### src/hw/rtl/psud_pkg.sv
// ---------------------------------------------------------------------------
// psud_pkg
// shared codes and controller/datapath interface types for the prime stepper
// ---------------------------------------------------------------------------
package psud_pkg;

  localparam logic [1:0] MODE_LOAD  = 2'd0;
  localparam logic [1:0] MODE_NEXT  = 2'd1;
  localparam logic [1:0] MODE_PREV  = 2'd2;
  localparam logic [1:0] MODE_SPARE = 2'd3;   // unused, value kept

  localparam int unsigned IO_WIDTH = 16;

  // commands from controller to datapath
  typedef struct packed {
    logic capture;
    logic set_load;
    logic set_keep;
    logic set_one;
    logic set_cand;
    logic set_flag;
    logic cand_init_up;
    logic cand_init_down;
    logic cand_inc;
    logic cand_dec;
    logic test_init;
    logic d_step;
    logic div_start;
    logic commit;
  } ctrl_cmd_t;

  // status from datapath to controller
  typedef struct packed {
    logic [1:0] mode;
    logic       cand_over;
    logic       cand_le2;
    logic       cand_lt2;
    logic       sq_gt_cand;
    logic       div_done;
    logic       rem_zero;
  } dp_sts_t;

endpackage

### src/hw/rtl/prime_step_up_down_unit.sv
// ---------------------------------------------------------------------------
// prime_step_up_down_unit
// next / previous prime stepper using trial division
// ---------------------------------------------------------------------------
// timing: a load runs capture and dispatch, then the result strobe; a step is
//   data dependent, one serial division per trial divisor, up to sqrt(candidate)
//   divisors per candidate, over every candidate up to the next or previous prime
// throughput: one word at a time, busy high through the result cycle
// reset: synchronous, held value returns to 1; the result strobe done is
//   high for one cycle and the receiver cannot stall it
// ---------------------------------------------------------------------------
module prime_step_up_down_unit #(
  parameter int unsigned VALUE_WIDTH = 16
) (
  input  logic        clk,
  input  logic        rst,
  input  logic        start,
  output logic        busy,
  input  logic [1:0]  mode,
  input  logic [15:0] load_value,
  output logic        done,
  output logic [15:0] old_value,
  output logic [15:0] new_value,
  output logic        overflow
);

  psud_pkg::ctrl_cmd_t    cmd;
  psud_pkg::dp_sts_t      sts;
  logic [VALUE_WIDTH-1:0] load_w;
  logic [VALUE_WIDTH-1:0] old_w;
  logic [VALUE_WIDTH-1:0] new_w;

  // fit the fixed 16-bit word ports to the internal value width
  generate
    if (VALUE_WIDTH >= psud_pkg::IO_WIDTH) begin : g_wide
      assign load_w    = VALUE_WIDTH'(load_value);
      assign old_value = old_w[15:0];
      assign new_value = new_w[15:0];
    end else begin : g_narrow
      assign load_w    = load_value[VALUE_WIDTH-1:0];
      assign old_value = 16'(old_w);
      assign new_value = 16'(new_w);
    end
  endgenerate

  // controller: sequences load / step and the candidate search
  psud_ctrl u_ctrl (
    .clk   (clk),
    .rst   (rst),
    .start (start),
    .sts   (sts),
    .cmd   (cmd),
    .busy  (busy),
    .done  (done)
  );

  // datapath: held value, candidate and trial division
  psud_dp #(
    .VALUE_WIDTH(VALUE_WIDTH)
  ) u_dp (
    .clk    (clk),
    .rst    (rst),
    .cmd    (cmd),
    .sts    (sts),
    .mode   (mode),
    .load_w (load_w),
    .old_w  (old_w),
    .new_w  (new_w),
    .flag   (overflow)
  );

endmodule

### src/hw/rtl/psud_div.sv
// ---------------------------------------------------------------------------
// psud_div
// bit-serial restoring remainder unit, one dividend bit per cycle
// ---------------------------------------------------------------------------
module psud_div #(
  parameter int unsigned VALUE_WIDTH = 16
) (
  input  logic                   clk,
  input  logic                   rst,
  input  logic                   start,
  input  logic [VALUE_WIDTH-1:0] dividend,
  input  logic [VALUE_WIDTH-1:0] divisor,
  output logic                   done,
  output logic                   rem_zero
);

  localparam int unsigned CntW = $clog2(VALUE_WIDTH + 1);

  logic                   running;
  logic [CntW-1:0]        cnt;
  logic [VALUE_WIDTH-1:0] rem;
  logic [VALUE_WIDTH-1:0] shreg;
  logic [VALUE_WIDTH-1:0] dvs;
  logic [VALUE_WIDTH:0]   trial;
  logic [VALUE_WIDTH:0]   diff;

  assign trial = {rem, shreg[VALUE_WIDTH-1]};
  assign diff  = trial - {1'b0, dvs};

  always_ff @(posedge clk) begin
    if (rst) begin
      running <= 1'b0;
      done    <= 1'b0;
      cnt     <= '0;
    end else begin
      done <= 1'b0;
      if (start) begin
        running <= 1'b1;
        cnt     <= CntW'(VALUE_WIDTH);
      end else if (running) begin
        cnt <= cnt - CntW'(1);
        if (cnt == CntW'(1)) begin
          running <= 1'b0;
          done    <= 1'b1;
        end
      end
    end
  end

  // payload, no reset needed
  always_ff @(posedge clk) begin
    if (start) begin
      rem   <= '0;
      shreg <= dividend;
      dvs   <= divisor;
    end else if (running) begin
      shreg <= {shreg[VALUE_WIDTH-2:0], 1'b0};
      if (trial >= {1'b0, dvs}) begin
        rem <= diff[VALUE_WIDTH-1:0];
      end else begin
        rem <= trial[VALUE_WIDTH-1:0];
      end
    end
  end

  assign rem_zero = (rem == '0);

endmodule

### src/hw/rtl/psud_dp.sv
// ---------------------------------------------------------------------------
// psud_dp
// datapath: held value, candidate, trial divisor and its square
// ---------------------------------------------------------------------------
module psud_dp #(
  parameter int unsigned VALUE_WIDTH = 16
) (
  input  logic                   clk,
  input  logic                   rst,
  input  psud_pkg::ctrl_cmd_t    cmd,
  output psud_pkg::dp_sts_t      sts,
  input  logic [1:0]             mode,
  input  logic [VALUE_WIDTH-1:0] load_w,
  output logic [VALUE_WIDTH-1:0] old_w,
  output logic [VALUE_WIDTH-1:0] new_w,
  output logic                   flag
);

  logic [VALUE_WIDTH-1:0] held;
  logic [VALUE_WIDTH-1:0] old_r;
  logic [VALUE_WIDTH-1:0] new_r;
  logic [VALUE_WIDTH-1:0] load_r;
  logic [1:0]             mode_r;
  logic [VALUE_WIDTH:0]   cand;
  logic [VALUE_WIDTH-1:0] dvs;
  logic [VALUE_WIDTH+1:0] sq;
  logic                   div_done;
  logic                   rem_zero;

  always_ff @(posedge clk) begin
    if (rst) begin
      held <= VALUE_WIDTH'(1);
    end else if (cmd.commit) begin
      held <= new_r;
    end
  end

  always_ff @(posedge clk) begin
    if (cmd.capture) begin
      old_r  <= held;
      mode_r <= mode;
      load_r <= load_w;
      flag   <= 1'b0;
    end
    if (cmd.set_flag) flag <= 1'b1;

    if (cmd.set_load) begin
      new_r <= load_r;
    end else if (cmd.set_keep) begin
      new_r <= old_r;
    end else if (cmd.set_one) begin
      new_r <= VALUE_WIDTH'(1);
    end else if (cmd.set_cand) begin
      new_r <= cand[VALUE_WIDTH-1:0];
    end

    if (cmd.cand_init_up) begin
      cand <= {1'b0, old_r} + (VALUE_WIDTH+1)'(1);
    end else if (cmd.cand_init_down) begin
      cand <= {1'b0, old_r};
    end else if (cmd.cand_inc) begin
      cand <= cand + (VALUE_WIDTH+1)'(1);
    end else if (cmd.cand_dec) begin
      cand <= cand - (VALUE_WIDTH+1)'(1);
    end

    // (d+1)^2 = d^2 + 2d + 1
    if (cmd.test_init) begin
      dvs <= VALUE_WIDTH'(2);
      sq  <= (VALUE_WIDTH+2)'(4);
    end else if (cmd.d_step) begin
      dvs <= dvs + VALUE_WIDTH'(1);
      sq  <= sq + (VALUE_WIDTH+2)'({dvs, 1'b1});
    end
  end

  psud_div #(
    .VALUE_WIDTH(VALUE_WIDTH)
  ) u_div (
    .clk      (clk),
    .rst      (rst),
    .start    (cmd.div_start),
    .dividend (cand[VALUE_WIDTH-1:0]),
    .divisor  (dvs),
    .done     (div_done),
    .rem_zero (rem_zero)
  );

  always_comb begin
    sts.mode       = mode_r;
    sts.cand_over  = cand[VALUE_WIDTH];
    sts.cand_le2   = (cand <= (VALUE_WIDTH+1)'(2));
    sts.cand_lt2   = (cand < (VALUE_WIDTH+1)'(2));
    sts.sq_gt_cand = (sq > {1'b0, cand});
    sts.div_done   = div_done;
    sts.rem_zero   = rem_zero;
  end

  assign old_w = old_r;
  assign new_w = new_r;

endmodule

### src/hw/rtl/psud_ctrl.sv
// ---------------------------------------------------------------------------
// psud_ctrl
// controller: sequences candidate search and trial division
// ---------------------------------------------------------------------------
module psud_ctrl (
  input  logic                clk,
  input  logic                rst,
  input  logic                start,
  input  psud_pkg::dp_sts_t   sts,
  output psud_pkg::ctrl_cmd_t cmd,
  output logic                busy,
  output logic                done
);

  typedef enum logic [2:0] {
    ST_IDLE,
    ST_DISPATCH,
    ST_NEXT_CHECK,
    ST_PREV_CHECK,
    ST_TEST_INIT,
    ST_TEST_CHECK,
    ST_DIV_WAIT,
    ST_RESULT
  } state_t;

  state_t state;
  state_t state_next;
  state_t after_reject;

  // where a rejected candidate goes
  assign after_reject = (sts.mode == psud_pkg::MODE_NEXT) ? ST_NEXT_CHECK : ST_PREV_CHECK;

  always_comb begin
    cmd        = '0;
    state_next = state;
    case (state)
      ST_IDLE: begin
        if (start) begin
          cmd.capture = 1'b1;
          state_next  = ST_DISPATCH;
        end
      end
      ST_DISPATCH: begin
        case (sts.mode)
          psud_pkg::MODE_LOAD: begin
            cmd.set_load = 1'b1;
            state_next   = ST_RESULT;
          end
          psud_pkg::MODE_NEXT: begin
            cmd.cand_init_up = 1'b1;
            state_next       = ST_NEXT_CHECK;
          end
          psud_pkg::MODE_PREV: begin
            cmd.cand_init_down = 1'b1;
            state_next         = ST_PREV_CHECK;
          end
          default: begin
            cmd.set_keep = 1'b1;
            state_next   = ST_RESULT;
          end
        endcase
      end
      ST_NEXT_CHECK: begin
        if (sts.cand_over) begin
          cmd.set_keep = 1'b1;
          cmd.set_flag = 1'b1;
          state_next   = ST_RESULT;
        end else begin
          state_next = ST_TEST_INIT;
        end
      end
      ST_PREV_CHECK: begin
        if (sts.cand_le2) begin
          cmd.set_one = 1'b1;
          state_next  = ST_RESULT;
        end else begin
          cmd.cand_dec = 1'b1;
          state_next   = ST_TEST_INIT;
        end
      end
      ST_TEST_INIT: begin
        cmd.test_init = 1'b1;
        state_next    = ST_TEST_CHECK;
      end
      ST_TEST_CHECK: begin
        if (sts.cand_lt2) begin
          cmd.cand_inc = (sts.mode == psud_pkg::MODE_NEXT);
          state_next   = after_reject;
        end else if (sts.sq_gt_cand) begin
          cmd.set_cand = 1'b1;
          state_next   = ST_RESULT;
        end else begin
          cmd.div_start = 1'b1;
          state_next    = ST_DIV_WAIT;
        end
      end
      ST_DIV_WAIT: begin
        if (sts.div_done) begin
          if (sts.rem_zero) begin
            cmd.cand_inc = (sts.mode == psud_pkg::MODE_NEXT);
            state_next   = after_reject;
          end else begin
            cmd.d_step = 1'b1;
            state_next = ST_TEST_CHECK;
          end
        end
      end
      ST_RESULT: begin
        cmd.commit = 1'b1;
        state_next = ST_IDLE;
      end
      default: begin
        state_next = ST_IDLE;
      end
    endcase
  end

  always_ff @(posedge clk) begin
    if (rst) begin
      state <= ST_IDLE;
      busy  <= 1'b0;
      done  <= 1'b0;
    end else begin
      state <= state_next;
      busy  <= (state_next != ST_IDLE);
      done  <= (state_next == ST_RESULT);
    end
  end

endmodule
### config.mk
export PLATFORM = sky130hd
export DESIGN_NAME = prime_step_up_down_unit
export DESIGN_NICKNAME = d
export VERILOG_FILES = /design/src/hw/rtl/psud_pkg.sv /design/src/hw/rtl/prime_step_up_down_unit.sv /design/src/hw/rtl/psud_div.sv /design/src/hw/rtl/psud_dp.sv /design/src/hw/rtl/psud_ctrl.sv
export SDC_FILE = /design/constraint.sdc
export NUM_CORES = 1
export LEC_CHECK = 0
export BUFFER_PORTS_ARGS = -buffer_cell sky130_fd_sc_hd__buf_2
export CAP_MARGIN = 10
export CORE_MARGIN = 4
export CORE_UTILIZATION = 55
export DETAILED_ROUTE_END_ITERATION = 7
export GPL_TIMING_DRIVEN = 1
export PLACE_DENSITY = 0.73
export SLEW_MARGIN = 25
export SYNTH_ARGS = -nofsm -noshare
export SYNTH_HDL_FRONTEND = slang
export SYNTH_SLANG_ARGS = --single-unit
### constraint.sdc
create_clock -name clk -period 10.69 [get_ports clk]
set_input_delay 1.069 -clock clk [delete_from_list [all_inputs] [get_ports clk]]
set_output_delay 1.069 -clock clk [all_outputs]
set_load 0.005 [all_outputs]
### Yosys cells after proc, flatten, opt, wreduce, memory -nomap -nowiden

Index checks and enable logic that the tools add are counted.

* $add $sub $neg: 7
* magnitude comparators: 4
* eq/ne operators: 11
* mux-type cells: 57
* bitwise operators: 1
* reduce and logical (&&, ||, !) cells: 10

Operators by type and width (number)
* 16-bit 2-to-1 mux: 7
* 17-bit 2-to-1 mux: 4
* 1-bit 2-to-1 mux: 33
* 3-bit one-hot mux with 8 select lines: 1
* 18-bit by 17-bit adder with 18-bit output: 1
* 18-bit by 17-bit > comparator with 1-bit output: 1
* 16-bit by 1-bit adder with 17-bit output, second input constant: 1
* 17-bit by 1-bit adder with 17-bit output, second input constant: 1
* 17-bit by 16-bit greater-or-equal comparator with 1-bit output: 1
* 17-bit by 2-bit less-or-equal comparator with 1-bit output, second input constant: 1
* 17-bit by 2-bit less-than comparator with 1-bit output, second input constant: 1
* 17-bit by 1-bit subtractor with 17-bit output, second input constant: 1
* 16-bit by 1-bit adder with 16-bit output, second input constant: 1
* 16-bit logical NOT: 1
* 16-bit subtractor: 1
* 3-bit == test, second input constant: 5
* 3-bit 2-to-1 mux: 4
* 5-bit 2-to-1 mux: 2
* 4-bit nonzero test: 2
* 3-bit by 2-bit == test with 1-bit output, second input constant: 2
* 2-bit 2-to-1 mux: 3
* 3-bit one-hot mux with 2 select lines: 1
* 3-bit OR reduction: 2
* 5-bit by 1-bit == test with 1-bit output, second input constant: 1
* 11 further kinds: 12

* register bits: 178
* bits of input ports: 21
* logic and storage cells: 109

### Longest topological paths before layout

Gate-level depths: netlist of the first run.

* word-level depth: 8
* depth in mapped cells: 14
* depth with buffers taken out: 14

### Hierarchy

From an unflattened synthesis of the first run, not the netlist that was laid out.

* cells, all modules: 1089
* area total of the unflattened synthesis: 10581.4 um^2

Modules (own cells, without submodules)
* psud_dp: instances 1, cells each 707, area an instance 6840.3 um^2, sequential area each 3032.9 um^2
* psud_div: instances 1, cells each 318, area an instance 3229.3 um^2, sequential area each 1421.4 um^2
* psud_ctrl: instances 1, cells each 64, area an instance 511.7 um^2, sequential area each 100.1 um^2

### Worst setup path before layout of the first run

OpenSTA, ideal clock, no wires.

* path kind: reg-to-reg
* from: reg u_ctrl.state[1]
* to: reg u_dp.cand[14] (data pin)
* arrival time: 3.752 ns
* slack: 6.666 ns
* cell stages (with the launch flop): 13
* path buffers: 0
* period minus slack after synthesis: 4.024 ns
* cell sequence: dfxtp_1 -> and2b_1 -> nand2_1 -> nor4_1 -> o21ai_0 -> ha_1 -> a2111o_1 -> o2111ai_1 -> a21oi_1 -> or3_1 -> a21oi_1 -> xor2_1 -> o221ai_1

* cells in the longest elaborated chain, start to end: 5
* elaborated cells between the ends (all ways): 8
* those cells by class: eq/ne: 3; mux: 5

RTL lines
* start: declaration: RTL line psud_ctrl.sv:26 `state_t state;`
* start signal: assignment: RTL line psud_ctrl.sv:124 `state <= state_next;`
* 3-bit == test: RTL line psud_ctrl.sv:36 `case (state)`
* 1-bit one-hot mux with 2 select lines: RTL line psud_ctrl.sv:36
* 17-bit 2-to-1 mux: RTL line psud_dp.sv:61 `end else if (cmd.cand_inc) begin`
* 17-bit 2-to-1 mux: RTL line psud_dp.sv:59 `end else if (cmd.cand_init_down) begin`
* 17-bit 2-to-1 mux (*): RTL line psud_dp.sv:57 `if (cmd.cand_init_up) begin`
* end signal: assignment: RTL line psud_dp.sv:58 `cand <= {1'b0, old_r} + (VALUE_WIDTH+1)'(1);`
* end signal: assignment: RTL line psud_dp.sv:60 `cand <= {1'b0, old_r};`
* end signal: assignment: RTL line psud_dp.sv:62 `cand <= cand + (VALUE_WIDTH+1)'(1);`
* end: declaration: RTL line psud_dp.sv:24 `logic [VALUE_WIDTH:0] cand;`

Mark *: on every way between the ends. The rest lies on a longest branch, timed or not.
A chain may end at the register's enable or synchronous reset.

### Worst setup path after layout of the first run

* from: reg u_dp.cand[12]
* to: reg u_dp.cand[13] (data pin)

* cells in the longest elaborated chain, start to end: 6
* elaborated cells between the ends (all ways): 9
* those cells by class: add/sub: 2; order compare: 1; mux: 6

RTL lines
* 17-bit by 2-bit less-than comparator with 1-bit output: RTL line psud_dp.sv:93 `sts.cand_lt2 = (cand < (VALUE_WIDTH+1)'(2));`
* 1-bit 2-to-1 mux: RTL line psud_ctrl.sv:86 `if (sts.cand_lt2) begin`
* 1-bit one-hot mux with 2 select lines: RTL line psud_ctrl.sv:36
* 17-bit 2-to-1 mux (*): RTL line psud_dp.sv:61
* 17-bit 2-to-1 mux (*): RTL line psud_dp.sv:59
* 17-bit 2-to-1 mux (*): RTL line psud_dp.sv:57

Mark *: on every way between the ends. The rest lies on a longest branch, timed or not. The select of a mux whose other input is x is not followed.

==> flow_metrics.tcl, run 1 <==
set metrics [dict create \
    use_met2 0.363 \
    final-max-slew-violation-count 0 \
    core_um2 17500 \
    clock_sinks 178 \
    regArea_um2 4560 \
    cts_hold_buffers 0 \
    antenna_found_initial 0 \
    status "finished, final reports clean" \
    diodes 0 \
    p_total_mw 2.20 \
    via_count 7928 \
    synthAdderAreaFrac 0.0968 \
    r2r_cells 14 \
    hold_path.class "flop to flop" \
    finClkSkew_ns 0.0128 \
    path_class "flop to flop" \
    grt_util_met1 0.346 \
    numCtsBuffers 17 \
    powerDensity_nw_per_um2 200 \
    startpoint "u_dp.cand[12]" \
    nets 1180 \
    hold_depth 0 \
    grt_max_degree 51 \
    cts_resized 0 \
    h-tree-depth 4 \
    insertion_delay_ns 0.44 \
    report.final.setup_viol 0 \
    drc 0 \
    fin_util 0.628 \
    p_leak_nw 4.40 \
    final_layout_size_suffix_gt1_frac 0.107 \
    crit_required_ns 10.86 \
    post-synth-top-count-cell "nand2_1" \
    synth_top_cells_by_area "edfxtp_1 (30%), dfxtp_1 (16%), ha_1 (9.1%)" \
    reg2reg_from "u_dp.cand[12]" \
    synth_top_area_cell "edfxtp_1" \
    min_period_ns 4.23 \
    min_from "u_dp.held[6]" \
    io_pins 56 \
    use_met3 0.0437 \
    synth_edf_count 99 \
    seq_area_frac_synth 0.459 \
    fill_cells 1470 \
    worst_slew_pin_slew_ns 0.911 \
    place_hpwl_mm 16.6 \
    place_congestion 0.898 \
    num_rows 48 \
    syn_to_final_growth_pct 10.5 \
    die_h_um 142 \
    async_flop_share 0 \
    synthCells 1039 \
    die_x_um 142 \
    critPathArrivalTime_ns 4.40 \
    ys_seq_elements 178 \
    synth_top_family_by_area "compound AO/OA/AOI/OAI gates" \
    synth.net_count 1135 \
    grt_pass1_vias 7289 \
    post_cts_buffers 0 \
    fmax_ghz 0.236 \
    cts-root-buf "clkbuf_16" \
    antenna_left 0 \
    netlist_top_cells_count "nand2_1 (120), edfxtp_1 (99), a21oi_1 (93), o21ai_0 (81), dfxtp_1 (79)" \
    yosysUniqueCellTypes 70 \
    crit_path_end_kind "flop" \
    first_iter_violations 754 \
    max-slew-margin-rel 0.389 \
    via_per_inst 6.00 \
    first_pass_iters 5 \
    path_clk_slew_ns 0.08 \
    routedWlPerCell_um 17.6 \
    synthFlopType "edfxtp_1" \
    yosys.area_share.simple 0.163 \
    synth_top_area_share 0.299 \
    synthMuxAreaShare 0.0217 \
    setup_tns_ns 0 \
    synth_compound_area_frac 0.185 \
    die_area_um2 20300 \
    io_buffers 55 \
    syn_area_um2 9930 \
    ir_worst_vdd_uv 178 \
    finalHoldViolCount 0 \
    initial_utilization 0.568 \
    routed_wl_mm 23.2 \
    start_kind "flop" \
    grt_overflow 0 \
    ys.warnings.count 0 \
    synth_xor_area_frac 0.0415 \
    synth_area_per_cell_um2 9.56 \
    cts_tree "yes" \
    cp_max_fo 18 \
    top_usage_layer "met2" \
    track_usage 0.235 \
    period_share 0.396 \
    cap_viol_max_count 0 \
    grt_pass1_wl_mm 38.2 \
    multi_input_area_um2 5050 \
    rsz0062_at_grt "false" \
    cts_buffer_depth 2 \
]
==> cell families after synthesis <==
logic type | after synthesis
simple gates | 337
compound gates | 295
flops | 178
buf+inv | 86
fa+ha+maj | 75
xor+xnor | 47
mux | 21
==> metal layers <==
metal | vias up | part of all wire | wire length, um
li1 | 3906 | - | -
met1 | 3787 | 0.47 | 11000
met2 | 219 | 0.46 | 10800
met3 | 16 | 0.054 | 1250
met4 | 0 | 0.0090 | 208
met5 | - | 0 | 0
==> worst max-delay path, cell delays in order, from the launching register on <==
cell and delay, ns:
edfxtp_1 0.45, nor4_1 0.51, nand3_1 0.23, nor4_1 0.36, o21ai_1 0.12, buf_4 0.22, ha_1 0.29, a21oi_1 0.19
nor2_1 0.09, o41ai_1 0.44, a21oi_1 0.21, a41oi_1 0.37, a21boi_0 0.17, xnor2_1 0.17, o221ai_1 0.13
==> path summary, 6_finish.rpt <==
| path | end | slack [ns] |
|---|---|---|
| setup reg to reg | u_dp.cand[13] | 6.46 |
| hold reg to reg | u_dp.old_w[6] | 0.43 |
| setup / recovery | u_dp.cand[13] | 6.46 |
| hold / removal | u_dp.old_w[6] | 0.43 |
==> flip-flops by register name, indices dropped and copies added, names as in the netlist, 5 cells and up <==
register and flops:
u_dp.sq 18, u_dp.cand 17, u_dp.dvs 16, u_dp.held 16, u_dp.load_r 16, u_dp.new_w 16, u_dp.old_w 16, u_dp.u_div.dvs 16
u_dp.u_div.rem 16, u_dp.u_div.shreg 16, u_dp.u_div.cnt 5
==> area by class of cell <==
type                       instances  area share
multi-input combinational        775       0.460
clock buffer                      20      0.0407
tap                              225      0.0257
sequential                       178       0.415
timing repair buffer              62      0.0299
clock inverter                    12      0.0108
inverter                          50      0.0171
==> power breakdown <==
part           internal [mW]  switching (mW)
Combinational          0.282           0.378
Sequential             0.838          0.0897
Clock                  0.316           0.292
==> placed cells by master, fill, tap and decap left out, types with 7 or more instances in the layout <==
cell type  synthesis  layout
a22oi_1           11      11
dfxtp_1           79      78
edfxtp_1          99      99
nand2b_1          10      10
or3_1             11      11
nor4_1            11      11
mux2i_1           20      20
o21a_1            14      14
a31oi_1            9       9
and3_1            16      16
nand3_1           29      29
inv_1             50      50
xor2_1            20      20
xnor2_1           27      27
or2_2              7       7
nor2b_1           13      13
a211oi_1           9       9
ha_1              72      72
nor2_1            70      70
nor3_1            19      18
a21o_1            14      14
buf_2              7      55
a21oi_1           93      93
o21ai_0           81      80
buf_4              0       7
clkbuf_16          0      17
nand4_1           12      12
nand2_1          120     120
==> per-stage QoR <==
stage | instances | cell area [um2] | hold slack (ns) | setup slack, ns
2_1_floorplan | 1039 | 9930 | 0.408 | 6.67
3_5_place_dp | 1290 | 10400 | 0.416 | 6.57
3_3_place_gp | 1290 | 10400 | 0.410 | 6.63
4_1_cts | 1322 | 11000 | 0.430 | 6.55
6_report | 1322 | 11000 | 0.428 | 6.46
5_1_grt | 1322 | 11000 | 0.439 | 6.14
Note: power is estimated with default switching activity, not from simulation.
==> run 2, diff against run 1 <==
- clock period: 10.69 -> 4.12 ns (I/O delays scaled with it)
==> flow_metrics.tcl, run 2 (same netlist as run 1, synthesis figures left out) <==
set metrics [dict create \
    finClkSkew_ns 0.00937 \
    final_common_cell "nand2_1" \
    top_regs "u_dp.sq (18), u_dp.cand (17)" \
    cts_buffer_depth 2 \
    max-slew-margin-rel 0.352 \
    io_buffers 55 \
    grt_pass1_wl_mm 38.7 \
    h-tree-depth 4 \
    largest_register_ffs 18 \
    insertion_delay_ns 0.43 \
    routedWlPerCell_um 17.5 \
    core_um2 17500 \
    clock_sinks 178 \
    via_per_inst 5.96 \
    diodes 0 \
    r2r-end "u_dp.cand[14]" \
    die_h_um 142 \
    start_kind "flop" \
    path_class "flop to flop" \
    min_period_ns 3.89 \
    num_rows 48 \
    place_hpwl_mm 16.9 \
    crit_path_end_kind "flop" \
    die_x_um 142 \
    startpoint "u_dp.cand[12]" \
    first_pass_iters 5 \
    final-max-slew-violation-count 0 \
    rrSetupSlack_ns 0.23 \
    track_usage 0.237 \
    numCtsBuffers 17 \
    p_total_mw 5.72 \
    critPathArrivalTime_ns 4.06 \
    grt_pass1_vias 7521 \
    place_ws_ns 0.0413 \
    antenna_left 0 \
    io_pins 56 \
    initial_utilization 0.568 \
    drc 0 \
    cts-root-buf "clkbuf_16" \
    antenna_found_initial 0 \
    routed_wl_mm 23.5 \
    report.final.setup_viol 0 \
    place_inst 1305 \
    place_congestion 0.942 \
    first_iter_violations 591 \
    cts_tree "yes" \
    fill_cells 1457 \
    period_share 0.944 \
    post_cts_buffers 0 \
    die_area_um2 20300 \
    nets 1195 \
    p_leak_nw 4.48 \
    crit_required_ns 4.29 \
    grt_overflow 0 \
    path_clk_slew_ns 0.07 \
    worst_slew_pin_slew_ns 0.966 \
    fin_ws_ns 0.231 \
    syn_to_final_growth_pct 12.1 \
    hold_path.class "input pin to flop" \
    cp_max_fo 14 \
    powerDensity_nw_per_um2 514 \
    r2r_cells 14 \
    hold_depth 1 \
    ir_worst_vdd_uv 406 \
    top_register "u_dp.sq" \
    setup_tns_ns 0 \
    reg2reg_from "u_dp.cand[12]" \
    grt_max_degree 51 \
    mostFrequentLayoutCells "nand2_1 (120), edfxtp_1 (99), a21oi_1 (93), o21ai_0 (80), dfxtp_1 (79)" \
    fin_cells 1337 \
    final_layout_size_suffix_gt1_frac 0.124 \
    status "finished, final reports clean" \
    setup.worst_path.end "u_dp.cand[14]" \
    cap_viol_max_count 0 \
    finalHoldViolCount 0 \
    via_count 7967 \
    fmax_ghz 0.257 \
]
-- run 2: cell types whose count changed in the layout (fill, tap and decap cells not counted), sizes merged --
cell	previous run	this run
clkbuf	20	17
inv	59	56
clkinv	2	7
buf	62	77
clkinvlp	1	2
-- run 2: critical path: stages (launching register included) --
cell	delay (ns)
edfxtp_1	0.45
nor4_2	0.40
nand3_2	0.19
nor4_2	0.28
o21ai_1	0.10
buf_4	0.20
ha_1	0.34
nor2b_1	0.16
o31a_1	0.28
o2111ai_1	0.24
a21oi_1	0.12
or3_1	0.38
a21oi_1	0.19
xor2_1	0.16
o221ai_1	0.13
-- run 2: power breakdown --
group / total, mW / switching (mW) / internal, mW
combinational: 1.79 / 1.02 / 0.762
clock: 1.56 / 0.762 / 0.800
sequential: 2.37 / 0.201 / 2.17
-- run 2: cell type report --
type / count / area (um2) / share of cell area
flip-flops and latches: 178 / 4550 / 0.409
clock inverters: 15 / 143 / 0.0128
multi-input cells: 775 / 5090 / 0.457
repair buffers: 77 / 448 / 0.0403
clock buffers: 17 / 425 / 0.0382
well taps: 225 / 282 / 0.0253
inverters: 50 / 188 / 0.0169
-- run 2: worst min-delay path by stage --
| stage | start | end | slack (ns) |
|---|---|---|---|
| 3_3_place_gp | u_dp.held[15] | u_dp.old_w[15] | 0.41 |
| 5_1_grt | load_value[15] | u_dp.load_r[15] | 0.13 |
| 2_1_floorplan | u_dp.held[0] | u_dp.old_w[0] | 0.41 |
| 4_1_cts | load_value[5] | u_dp.load_r[5] | 0.14 |
| 6_report | load_value[13] | u_dp.load_r[13] | 0.15 |
| 3_5_place_dp | u_dp.held[6] | u_dp.old_w[6] | 0.41 |
-- run 2: timing repair --
item / 4_1_cts / 5_1_grt
endpoints found under the hold margin: 0 / 0
endpoints found under the setup margin: 0 / 6
hold buffers: 0 / 0
gates resized for setup: 0 / 6
-- run 2: metal layers --
layer	vias up	part of all wire	wire, um	GRT usage
met2	250	0.46	10700	0.368
met5	-	0	0	0
met1	3758	0.48	11200	0.348
met4	0	0.014	324	0.0530
li1	3932	-	-	-
met3	27	0.051	1200	0.0427
-- run 2: metrics by stage --
| step | area [um2] | util | hold slack (ns) |
|---|---|---|---|
| after global placement | 10500 | 0.601 | 0.409 |
| after CTS | 11100 | 0.634 | 0.137 |
| final | 11100 | 0.637 | 0.152 |
| after detailed placement | 10500 | 0.602 | 0.415 |
| after global routing | 11100 | 0.637 | 0.131 |
| after floorplan | 9930 | - | 0.408 |
==> run 3, diff against run 2 <==
- CTS_CLUSTER_DIAMETER: not set -> 80
- PLACE_DENSITY: 0.73 -> 0.83
==> flow_metrics.tcl, run 3 (same netlist as run 1, synthesis figures left out) <==
set metrics [dict create \
    crit_top_cell "a21oi_1" \
    initial_utilization 0.568 \
    critPathArrivalTime_ns 4.05 \
    track_usage 0.237 \
    status "finished, final reports clean" \
    final_common_cell "nand2_1" \
    cts_hold_buffers 0 \
    ir_worst_vdd_uv 440 \
    fin_util 0.638 \
    top_register "u_dp.sq" \
    setup_tns_ns 0 \
    via_count 8210 \
    insertion_delay_ns 0.45 \
    diodes 0 \
    place_inst 1306 \
    cp_max_fo 10 \
    hold_path.class "input pin to flop" \
    antenna_left 0 \
    worst_slew_pin_slew_ns 0.735 \
    cts_buffer_depth 2 \
    drc 0 \
    grt_max_degree 35 \
    io_buffers 55 \
    routed_wl_mm 23.7 \
    routedWlPerCell_um 17.7 \
    h-tree-depth 4 \
    via_per_inst 6.14 \
    cts-root-buf "clkbuf_16" \
    place_congestion 0.948 \
    rsz0062_at_grt "false" \
    max-slew-margin-rel 0.509 \
    die_h_um 142 \
    finClkSkew_ns 0.0152 \
    powerDensity_nw_per_um2 518 \
    antenna_found_initial 0 \
    num_rows 48 \
    syn_to_final_growth_pct 12.2 \
    finalHoldViolCount 0 \
    die_area_um2 20300 \
    path_clk_slew_ns 0.08 \
    grt_pass1_vias 7922 \
    numCtsBuffers 17 \
    p_leak_nw 4.50 \
    path_cells "nor4_1 > nand4_1 > nor3_1 > o21ai_2 > ha_1 > a21oi_1 > nor2_1 > o41ai_1 > a21oi_1 > a41oi_1 > a21boi_0 > xnor2_1 > o221ai_1" \
    r2r-end "u_dp.cand[13]" \
    grt_overflow 0 \
    fin_cells 1338 \
    hold_depth 1 \
    cts_tree "yes" \
    rrSetupSlack_ns 0.24 \
    max_stage_delay_ns 0.47 \
    mostFrequentLayoutCells "nand2_1 (120), edfxtp_1 (99), a21oi_1 (93), o21ai_0 (80), dfxtp_1 (79)" \
    first_pass_iters 6 \
    place_hpwl_mm 17.1 \
    crit_required_ns 4.29 \
    crit_slowest_cell "nor4_1" \
    top_regs "u_dp.sq (18), u_dp.cand (17)" \
    first_iter_violations 656 \
    clock_sinks 178 \
    io_pins 56 \
    fin_ws_ns 0.242 \
    stdcell_area_um2 11100 \
    core_um2 17500 \
    grt_pass1_wl_mm 38.8 \
    period_share 0.941 \
    fmax_ghz 0.258 \
    final-max-slew-violation-count 0 \
    hold_end "u_dp.load_r[11]" \
    nets 1196 \
    crit_path_end_kind "flop" \
    dpl-instance-area_um2 10500 \
    start_kind "flop" \
    die_x_um 142 \
    cap_viol_max_count 0 \
    reg2reg_from "u_dp.u_div.rem[8]" \
    path_class "flop to flop" \
    largest_register_ffs 18 \
    r2r_cells 13 \
    final_layout_size_suffix_gt1_frac 0.125 \
    report.final.setup_viol 0 \
    min_from "load_value[11]" \
    place_ws_ns -0.0772 \
    min_period_ns 3.88 \
]
run 3: changes by cell type in the layout (fill, tap and decap cells not counted), moves of 2 or more:
| cell | before | now |
|---|---|---|
| nor4_2 | 3 | 1 |
| nor4_4 | 0 | 2 |
| clkinvlp_4 | 2 | 0 |
| buf_4 | 21 | 23 |
| clkinv_4 | 5 | 3 |
run 3: layout make-up:
class / count / area (um2)
clock buffer: 18 / 439
clock inverter: 14 / 136
fill: 1352 / 6330
inverter: 50 / 188
multi-input combinational: 775 / 5100
sequential: 178 / 4550
tap: 225 / 282
timing repair buffer: 78 / 448
run 3: how the worst max path moves through the flow:
stage / from / endpoint / cells after the start
after global routing: u_dp.cand[10] / u_dp.cand[14] / 15
after floorplan: u_ctrl.state[1] / u_dp.cand[14] / 12
after detailed placement: u_dp.cand[10] / u_dp.cand[14] / 13
after global placement: u_dp.cand[10] / u_dp.cand[13] / 13
after CTS: u_dp.cand[15] / u_dp.cand[14] / 13
final: u_dp.u_div.rem[8] / u_dp.cand[13] / 13
run 3: worst max-delay path, delay by kind of cell (launching register included):
family | cells | cell delay [ns]
flops | 1 | 0.35
compound gates | 7 | 1.71
simple gates | 4 | 1.09
xor+xnor | 1 | 0.16
fa+ha+maj | 1 | 0.32
run 3: what timing repair did:
item / in CTS / in global routing
resized for setup: 2 / 5
endpoints found under the setup margin: 4 / 6
setup buffers: 0 / 0
pin swaps: 0 / 0
run 3: layer usage:
layer,vias up,GRT usage,wire length [um]
met5,-,0,0
met4,0,0.0920,715
met3,72,0.0444,1520
met2,320,0.390,11500
met1,3871,0.311,10000
li1,3947,-,-
run 3: report_power, final:
part | switching, mW | internal [mW]
Clock | 0.778 | 0.820
Sequential | 0.201 | 2.17
Combinational | 1.04 | 0.757
run 3: stage by stage:
| step | hold slack [ns] | power, mW |
|---|---|---|
| 4_1_cts | 0.127 | 5.76 |
| 2_1_floorplan | 0.408 | 3.72 |
| 5_1_grt | 0.127 | 6.08 |
| 3_5_place_dp | 0.416 | 4.17 |
| 3_3_place_gp | 0.411 | 4.12 |
| 6_report | 0.128 | 5.77 |
